--- src/sv/lruc_pkg.sv ---
package lruc_pkg;

    // Number of cache slots.
    localparam int ENTRIES = 16;

    // Slot index / recency rank width, occupancy count width.
    localparam int IDX_W = (ENTRIES > 1) ? $clog2(ENTRIES) : 1;
    localparam int CNT_W = $clog2(ENTRIES + 1);

    // Field widths fixed by the interface.
    localparam int KEY_W = 32;
    localparam int VAL_W = 32;
    localparam int CAP_W = 5;

    // Width used when comparing occupancy against capacity.
    localparam int CMP_W = (CNT_W > CAP_W) ? CNT_W : CAP_W;

    // APB register map.
    localparam int          ADDR_W        = 3;
    localparam int          DATA_W        = 32;
    localparam logic [ADDR_W-1:0] ADDR_CAPACITY = ADDR_W'(0);

    localparam logic [CAP_W-1:0] CAP_RESET  = CAP_W'(16);
    localparam logic [VAL_W-1:0] MISS_VALUE = '1;

    localparam logic REQ_GET = 1'b0;
    localparam logic REQ_SET = 1'b1;

    // Write port of the key/value store.
    typedef struct packed {
        logic             en;
        logic [IDX_W-1:0] addr;
        logic [KEY_W-1:0] key;
        logic [VAL_W-1:0] value;
    } t_mem_wr;

endpackage

--- src/sv/lru_key_value_cache.sv ---
// Channel   Direction  Handshake                    Payload
// request   in         i_req_valid / o_req_ready    i_req_type, i_lookup_key, i_write_value
// response  out        o_rsp_valid / i_rsp_ready    o_found, o_read_value, o_evicted
// config    in         APB psel/penable/pwrite      paddr, pwdata -> prdata (capacity)
//
// A request is taken in idle, then the sequencer walks all slots through the single
// key comparator (one slot per cycle out of the key/value RAM), drains the RAM read
// pipeline, and finally commits and loads the response.
// Reset (synchronous, active low) clears valid bits, ranks and occupancy at once and
// sets capacity to 16; key and value RAM contents are left as they are.
// A stalled response holds the commit step; a new request is taken as soon as the
// sequencer is back in idle, even while the previous response waits for its transfer.
module lru_key_value_cache
    import lruc_pkg::*;
(
    input  logic                    i_clk,
    input  logic                    i_rst_n,

    input  logic                    i_req_valid,
    output logic                    o_req_ready,
    input  logic                    i_req_type,
    input  logic signed [KEY_W-1:0] i_lookup_key,
    input  logic signed [VAL_W-1:0] i_write_value,

    output logic                    o_rsp_valid,
    input  logic                    i_rsp_ready,
    output logic                    o_found,
    output logic signed [VAL_W-1:0] o_read_value,
    output logic                    o_evicted,

    input  logic                    psel,
    input  logic                    penable,
    input  logic                    pwrite,
    input  logic [ADDR_W-1:0]       paddr,
    input  logic [DATA_W-1:0]       pwdata,
    output logic [DATA_W-1:0]       prdata,
    output logic                    pready
);

    typedef enum logic [1:0] {
        S_IDLE,
        S_SCAN,
        S_DRAIN,
        S_FINISH
    } t_state;

    t_state r_state;

    // Sequencer and scan bookkeeping
    logic [IDX_W-1:0] r_idx;       // slot address presented to the RAM
    logic             r_chk_vld;   // RAM output belongs to a slot under compare
    logic [IDX_W-1:0] r_chk_idx;   // slot whose key/value is on the RAM output
    logic             r_hit;
    logic [IDX_W-1:0] r_hit_idx;
    logic             r_lru_any;
    logic [IDX_W-1:0] r_lru_idx;
    logic [IDX_W-1:0] r_lru_rank;
    logic             r_free_any;
    logic [IDX_W-1:0] r_free_idx;

    // Per-slot state
    logic [ENTRIES-1:0] r_valid;
    logic [IDX_W-1:0]   r_rank [ENTRIES];
    logic [CNT_W-1:0]   r_occ;
    logic [CAP_W-1:0]   r_cap;

    // Response register
    logic             r_rsp_valid;
    logic             r_found;
    logic [VAL_W-1:0] r_read_value;
    logic             r_evicted;

    // Latched request payload
    logic             r_type;
    logic [KEY_W-1:0] r_key;
    logic [VAL_W-1:0] r_val;
    logic [VAL_W-1:0] r_hit_val;

    // RAM interface
    t_mem_wr          mem_wr;
    logic [KEY_W-1:0] rd_key;
    logic [VAL_W-1:0] rd_value;

    lruc_kv_mem u_mem (
        .i_clk      (i_clk),
        .i_wr       (mem_wr),
        .i_rd_addr  (r_idx),
        .o_rd_key   (rd_key),
        .o_rd_value (rd_value)
    );

    // ------------------------------------------------------------------
    // Handshakes and configuration decode
    // ------------------------------------------------------------------
    logic req_xfer;
    logic cfg_wr;
    logic commit;

    assign req_xfer = i_req_valid && (r_state == S_IDLE);
    assign cfg_wr   = psel && penable && pwrite && (paddr == ADDR_CAPACITY);
    // Commit only when the response register is free or being drained this cycle.
    assign commit   = (r_state == S_FINISH) && (!r_rsp_valid || i_rsp_ready);

    // ------------------------------------------------------------------
    // Compare stage: one slot per cycle on the registered RAM output
    // ------------------------------------------------------------------
    logic chk_slot_valid;
    logic chk_match;
    logic chk_older;

    assign chk_slot_valid = r_chk_vld && r_valid[r_chk_idx];
    assign chk_match      = chk_slot_valid && (rd_key == r_key);
    // First valid slot seeds the search, then only a strictly older rank wins.
    assign chk_older      = chk_slot_valid && (!r_lru_any || (r_rank[r_chk_idx] > r_lru_rank));

    // ------------------------------------------------------------------
    // Decision: target slot, eviction, recency update
    // ------------------------------------------------------------------
    logic [CMP_W-1:0] eff_cap;
    logic             full;
    logic             do_evict;
    logic             do_insert;
    logic [IDX_W-1:0] target;
    logic [IDX_W-1:0] limit;
    logic             use_limit;
    logic [IDX_W-1:0] n_rank [ENTRIES];

    always_comb begin
        // Zero capacity acts as one, anything above the slot count saturates.
        if (r_cap == '0) begin
            eff_cap = CMP_W'(1);
        end else if (CMP_W'(r_cap) > CMP_W'(ENTRIES)) begin
            eff_cap = CMP_W'(ENTRIES);
        end else begin
            eff_cap = CMP_W'(r_cap);
        end
    end

    assign full      = (CMP_W'(r_occ) >= eff_cap) && (r_occ != '0);
    assign do_insert = !r_hit && (r_type == REQ_SET);
    assign do_evict  = do_insert && full && r_lru_any;
    assign target    = r_hit ? r_hit_idx : (do_evict ? r_lru_idx : r_free_idx);
    // A hit ages only the slots more recent than it; an insert ages every other valid slot.
    assign limit     = r_rank[r_hit_idx];
    assign use_limit = r_hit;

    always_comb begin
        for (int i = 0; i < ENTRIES; i++) begin
            n_rank[i] = r_rank[i];
            if (IDX_W'(i) == target) begin
                n_rank[i] = '0;
            end else if (r_valid[i] && (!use_limit || (r_rank[i] < limit))) begin
                n_rank[i] = r_rank[i] + IDX_W'(1);
            end
        end
    end

    always_comb begin
        mem_wr.en    = commit && (r_type == REQ_SET);
        mem_wr.addr  = target;
        mem_wr.key   = r_key;
        mem_wr.value = r_val;
    end

    // ------------------------------------------------------------------
    // Sequencer, per-slot state and response register
    // ------------------------------------------------------------------
    always_ff @(posedge i_clk) begin
        if (!i_rst_n) begin
            r_state      <= S_IDLE;
            r_idx        <= '0;
            r_chk_vld    <= 1'b0;
            r_chk_idx    <= '0;
            r_hit        <= 1'b0;
            r_hit_idx    <= '0;
            r_lru_any    <= 1'b0;
            r_lru_idx    <= '0;
            r_lru_rank   <= '0;
            r_free_any   <= 1'b0;
            r_free_idx   <= '0;
            r_valid      <= '0;
            for (int i = 0; i < ENTRIES; i++) begin
                r_rank[i] <= '0;
            end
            r_occ        <= '0;
            r_cap        <= CAP_RESET;
            r_rsp_valid  <= 1'b0;
            r_found      <= 1'b0;
            r_read_value <= '0;
            r_evicted    <= 1'b0;
        end else begin
            if (cfg_wr) begin
                r_cap <= pwdata[CAP_W-1:0];
            end

            // Drop valid after the transfer unless a new response loads this cycle.
            if (r_rsp_valid && i_rsp_ready && !commit) begin
                r_rsp_valid <= 1'b0;
            end

            // Track the RAM read pipeline.
            r_chk_vld <= (r_state == S_SCAN);
            r_chk_idx <= r_idx;

            if (r_chk_vld) begin
                if (chk_match && !r_hit) begin
                    r_hit     <= 1'b1;
                    r_hit_idx <= r_chk_idx;
                end
                if (chk_older) begin
                    r_lru_any  <= 1'b1;
                    r_lru_idx  <= r_chk_idx;
                    r_lru_rank <= r_rank[r_chk_idx];
                end
                if (!r_valid[r_chk_idx] && !r_free_any) begin
                    r_free_any <= 1'b1;
                    r_free_idx <= r_chk_idx;
                end
            end

            case (r_state)
                S_IDLE: begin
                    if (req_xfer) begin
                        r_idx      <= '0;
                        r_hit      <= 1'b0;
                        r_lru_any  <= 1'b0;
                        r_free_any <= 1'b0;
                        r_state    <= S_SCAN;
                    end
                end
                S_SCAN: begin
                    // Advance the address; the last slot still needs its compare.
                    if (r_idx == IDX_W'(ENTRIES - 1)) begin
                        r_state <= S_DRAIN;
                    end else begin
                        r_idx <= r_idx + IDX_W'(1);
                    end
                end
                S_DRAIN: begin
                    r_state <= S_FINISH;
                end
                S_FINISH: begin
                    if (commit) begin
                        if (r_hit || do_insert) begin
                            r_rank <= n_rank;
                        end
                        if (do_insert) begin
                            r_valid[target] <= 1'b1;
                            if (!do_evict) begin
                                r_occ <= r_occ + CNT_W'(1);
                            end
                        end
                        r_rsp_valid <= 1'b1;
                        r_found     <= r_hit;
                        r_evicted   <= do_evict;
                        if (r_type == REQ_SET) begin
                            r_read_value <= '0;
                        end else if (r_hit) begin
                            r_read_value <= r_hit_val;
                        end else begin
                            r_read_value <= MISS_VALUE;
                        end
                        r_state <= S_IDLE;
                    end
                end
                default: begin
                    r_state <= S_IDLE;
                end
            endcase
        end
    end

    // Request payload and captured hit value: no reset needed.
    always_ff @(posedge i_clk) begin
        if (req_xfer) begin
            r_type <= i_req_type;
            r_key  <= i_lookup_key;
            r_val  <= i_write_value;
        end
        if (chk_match && !r_hit) begin
            r_hit_val <= rd_value;
        end
    end

    // ------------------------------------------------------------------
    // Outputs
    // ------------------------------------------------------------------
    assign o_req_ready  = (r_state == S_IDLE);
    assign o_rsp_valid  = r_rsp_valid;
    assign o_found      = r_found;
    assign o_read_value = r_read_value;
    assign o_evicted    = r_evicted;

    assign pready = 1'b1;
    assign prdata = (paddr == ADDR_CAPACITY) ? DATA_W'(r_cap) : '0;

endmodule

--- src/sv/lruc_kv_mem.sv ---
module lruc_kv_mem
    import lruc_pkg::*;
(
    input  logic             i_clk,
    input  t_mem_wr          i_wr,
    input  logic [IDX_W-1:0] i_rd_addr,
    output logic [KEY_W-1:0] o_rd_key,
    output logic [VAL_W-1:0] o_rd_value
);

    logic [KEY_W-1:0] r_key_mem [ENTRIES];
    logic [VAL_W-1:0] r_val_mem [ENTRIES];
    logic [KEY_W-1:0] r_rd_key;
    logic [VAL_W-1:0] r_rd_value;

    always_ff @(posedge i_clk) begin
        if (i_wr.en) begin
            r_key_mem[i_wr.addr] <= i_wr.key;
            r_val_mem[i_wr.addr] <= i_wr.value;
        end
        r_rd_key   <= r_key_mem[i_rd_addr];
        r_rd_value <= r_val_mem[i_rd_addr];
    end

    assign o_rd_key   = r_rd_key;
    assign o_rd_value = r_rd_value;

endmodule
--- config.mk ---
export PLATFORM = sky130hd
export DESIGN_NAME = lru_key_value_cache
export DESIGN_NICKNAME = d
export VERILOG_FILES = /design/src/sv/lruc_pkg.sv /design/src/sv/lru_key_value_cache.sv /design/src/sv/lruc_kv_mem.sv
export SDC_FILE = /design/constraint.sdc
export NUM_CORES = 1
export LEC_CHECK = 0
export BUFFER_PORTS_ARGS = -buffer_cell sky130_fd_sc_hd__buf_2
export CORE_ASPECT_RATIO = 1.1
export CORE_MARGIN = 3
export CORE_UTILIZATION = 65
export CTS_BUF_LIST = sky130_fd_sc_hd__clkbuf_8
export CTS_CLUSTER_DIAMETER = 120
export DETAILED_ROUTE_END_ITERATION = 6
export PLACE_DENSITY = 0.83
export RECOVER_POWER = 50
export SYNTH_ARGS = -nofsm -noshare
export SYNTH_HDL_FRONTEND = slang
export SYNTH_HIERARCHICAL = 1
export SYNTH_SLANG_ARGS = --single-unit
--- constraint.sdc ---
create_clock -name i_clk -period 21.9 [get_ports i_clk]
set_clock_uncertainty 0.1 [all_clocks]
set_input_delay 3.285 -clock i_clk [delete_from_list [all_inputs] [get_ports i_clk]]
set_output_delay 3.285 -clock i_clk [all_outputs]
set_load 0.1 [all_outputs]
==> metrics <==
TritonCTS buffer count=between 150 and 200; count of nets after finishing=3318; top area cells in the synthesized netlist=edfxtp_1 (63%), mux4_2 (13%), dfxtp_1 (8.2%); pre-CTS worst setup slack=14120 ps; worst min-delay path category=reg2reg; Max Freq=81.0 MHz; per-instance average area after synthesis=18.2 um2; Largest delay share family, worst path=buffers and inverters; Top FF cell, synth=edfxtp_1; slack of the critical path=9560 ps; hold path startpoint=u_mem/o_rd_value[3]; clock transition at the registers of the reported paths=70 ps; H-tree depth=4; highest net fanout along the worst path=122; overall die height=roughly 310 um; post-synthesis instance area=~53000 um2; iteration-0 DRC count of the detailed router=3881; number of buffers inserted by post-CTS setup repair=0; iteration count of the initial detailed-routing pass=6; count of state elements after synthesis=1340; depth of the most critical reg-to-reg path=5; CTS sink cnt=approximately 1300; Post-synth EDFFs=~1100; clock latency on the worst-skew pair=860 ps; NetSw=0.00149 W; ordered list of cells on the worst path=clkbuf_1, buf_4, mux4_2, a22oi_1, nand2_1; number of global-route vias before repair=~31000; kind of start point of the critical path=flip-flop; Internal Dissipation=around 0.0043 W; global-route wire length before repair=187000 um; async set-reset flop share out of synthesis=0; static leakage=19.0 nW; most used cells in the layout excluding fill and tap cells=edfxtp_1 (1121), mux4_2 (300), clkbuf_8 (222), dfxtp_1 (217), nand2_1 (151); number of max-cap violations=7; layout cell share with drive strength beyond 1=0.224; I/O pin cnt=176; WL/cell=28.2 um; global placer's final weighted congestion=0.848; endpoint of the worst-slack reg-to-reg timing path=u_mem/o_rd_key[26]; CTS Root Buffer Type=clkbuf_8; Slowest-stage cell, CP=clkbuf_1; fraction of the cycle the final worst path needs=0.564; total grt overflow=0; highest ir drop seen on vdd=roughly 0.12 mV; routed vias=29800; Syn. warnings=6; routed wire length=123000 um; DR DRC count=0; Total Neg Setup Slack=0 ps; unrepaired setup endpoints after global routing=no; worst hold path depth=0; category of the critical setup timing path=reg2reg; result of the run=finished, violations left; sw frac=0.259; hold-fix buffer count after cts=0; Clock Power Share=0.325; number of instances in the synthesized netlist=2932; data arrival time of the critical path=between 10000 and 15000 ps; Post-DP HPWL=65200 um; clock tree from TritonCTS=yes; CP startpoint=r_idx[0]; worst-margin pin slew=just under 10000 ps; category of the worst setup path capture point=flip-flop; violations in the final reports=max-capacitance violations, max-slew violations; CTS-repair resized insts=0; number of cell rows=about 110; Bufs and invs on worst path=2; worst setup slack for register-to-register paths=between 9000 and 10000 ps; Slowest Stage Delay on Critical Path=6990 ps; setup violation total in the final timing report=0; largest net degree at the start of global routing=175; maximum buffer depth of the clock tree=3; Hold Fails Final Rpt=0; Data required, critical path=22510 ps; cell accounting for the most synthesized area=edfxtp_1; worst-case headroom to the max-slew limit=-5.54; input/output buffers=120; final number of max-transition violations=381; initial antenna violation count=3; commonest non-fill, non-tap cell in the layout=edfxtp_1; FF-to-FF Start=r_idx[0]; relative contribution of sequential cells to total power=0.545; total track usage=0.294; power density over the cells=98.8 nW/um2; standard cell core area=80700 um2; post-synthesis cell type count=62; fraction of power consumed by combinational cells=0.130; starting density of the core=0.659; Post-Route Hold Slack=300 ps; share of Yosys cell area claimed by the top area cell type=0.632; Layout area overhead=9.78%; floorplan die area=between 80000 and 90000 um2; fin crit period=12340 ps; end point of the most critical hold path=r_hit_val[3]; via density per instance=between 6 and 7; part of the Yosys area used for sequential elements=0.715; remaining number of nets flagged by the antenna check after routing=0; floorplan die width=between 200 and 300 um
per-stage QoR:
stage,util,power (W),cells,area (um2)
floorplan,-,0.00372,2958,53300
global placement,0.678,0.00386,3989,54700
detailed placement,0.678,0.00390,3989,54700
CTS,0.725,0.00576,4354,58500
global route,0.724,0.00600,4355,58400
finish,0.724,0.00578,4357,58400
cell usage after synthesis, drive strengths merged (3+ instances only):
library cell  number
ha                80
inv               41
o21bai             5
a22oi            128
dfxtp            219
nand2b             3
nor3              26
edfxtp          1121
and4               6
and2              14
or3               31
xor2              37
a211o             18
nand3b            39
o311a              4
or4               16
o21a               7
o21ai             58
o221ai            28
a31oi             26
mux4             300
nor2             113
nor2b              7
nand2            151
nand3             57
a21oi             46
and3               9
o2111ai            3
nand4             51
a21o              15
buf              100
nor4              23
nand4b             4
mux2i             21
clkbuf            88
o211ai            18
layer usage:
layer	vias to the layer above	part of all wire	GRT usage
met4	0	0.036	0.125
met1	15200	0.36	0.388
met2	1892	0.51	0.488
met5	-	0	0
li1	12300	-	-
met3	353	0.098	0.0587
how the worst max path moves through the flow:
stage	end	slack [ps]	depth (start not counted)
after floorplan	u_mem/r_key_mem[0][0]	12560	7
after global placement	prdata[4]	14140	4
after detailed placement	prdata[4]	14120	4
after CTS	prdata[4]	14110	4
after global routing	u_mem/o_rd_key[26]	7400	5
final	u_mem/o_rd_key[26]	9560	5
power by group through the flow:
stage	registers, W	logic, W	clock network, W
4_1_cts	0.00315	0.000707	0.00190
5_1_grt	0.00317	0.000806	0.00202
3_5_place_dp	0.00320	0.000704	0
2_1_floorplan	0.00319	0.000529	0
3_3_place_gp	0.00318	0.000682	0
6_report	0.00315	0.000749	0.00188
registers in the layout, indices dropped and copies added, names as in the netlist, 2 cells and up:
| signal | flops |
|---|---|
| u_mem/o_rd_key | 32 |
| r_free_idx | 4 |
| r_hit_val | 32 |
| o_read_value | 32 |
| r_valid | 16 |
| r_chk_idx | 4 |
| r_lru_rank | 4 |
| r_val | 32 |
| r_lru_idx | 4 |
| r_occ | 5 |
| r_idx | 4 |
| u_mem/r_val_mem | 512 |
| u_mem/o_rd_value | 32 |
| r_hit_idx | 4 |
| r_rank | 64 |
| r_key | 32 |
| r_cap | 5 |
| r_state | 2 |
| u_mem/r_key_mem | 512 |
kinds of logic after synthesis:
| logic type | count (synthesis) | share of synthesized area |
|---|---|---|
| flops | 1340 | 0.715 |
| simple gates | 555 | 0.0574 |
| compound gates | 365 | 0.0486 |
| mux | 322 | 0.131 |
| buf+inv | 229 | 0.0227 |
| fa+ha+maj | 80 | 0.0188 |
| xor+xnor | 39 | 0.00642 |
| other cells | 2 | 0.000141 |
layout make-up:
type | count | area, um2
diodes | 3 | 7.51
clock buffers | 222 | 3060
clock inverters | 143 | 699
fillers | 4520 | 22300
inverters | 41 | 179
multi-input cells | 1389 | 14200
flip-flops and latches | 1340 | 38100
well taps | 1054 | 1320
repair buffers | 165 | 892
Power figures use the tool's default switching activity.
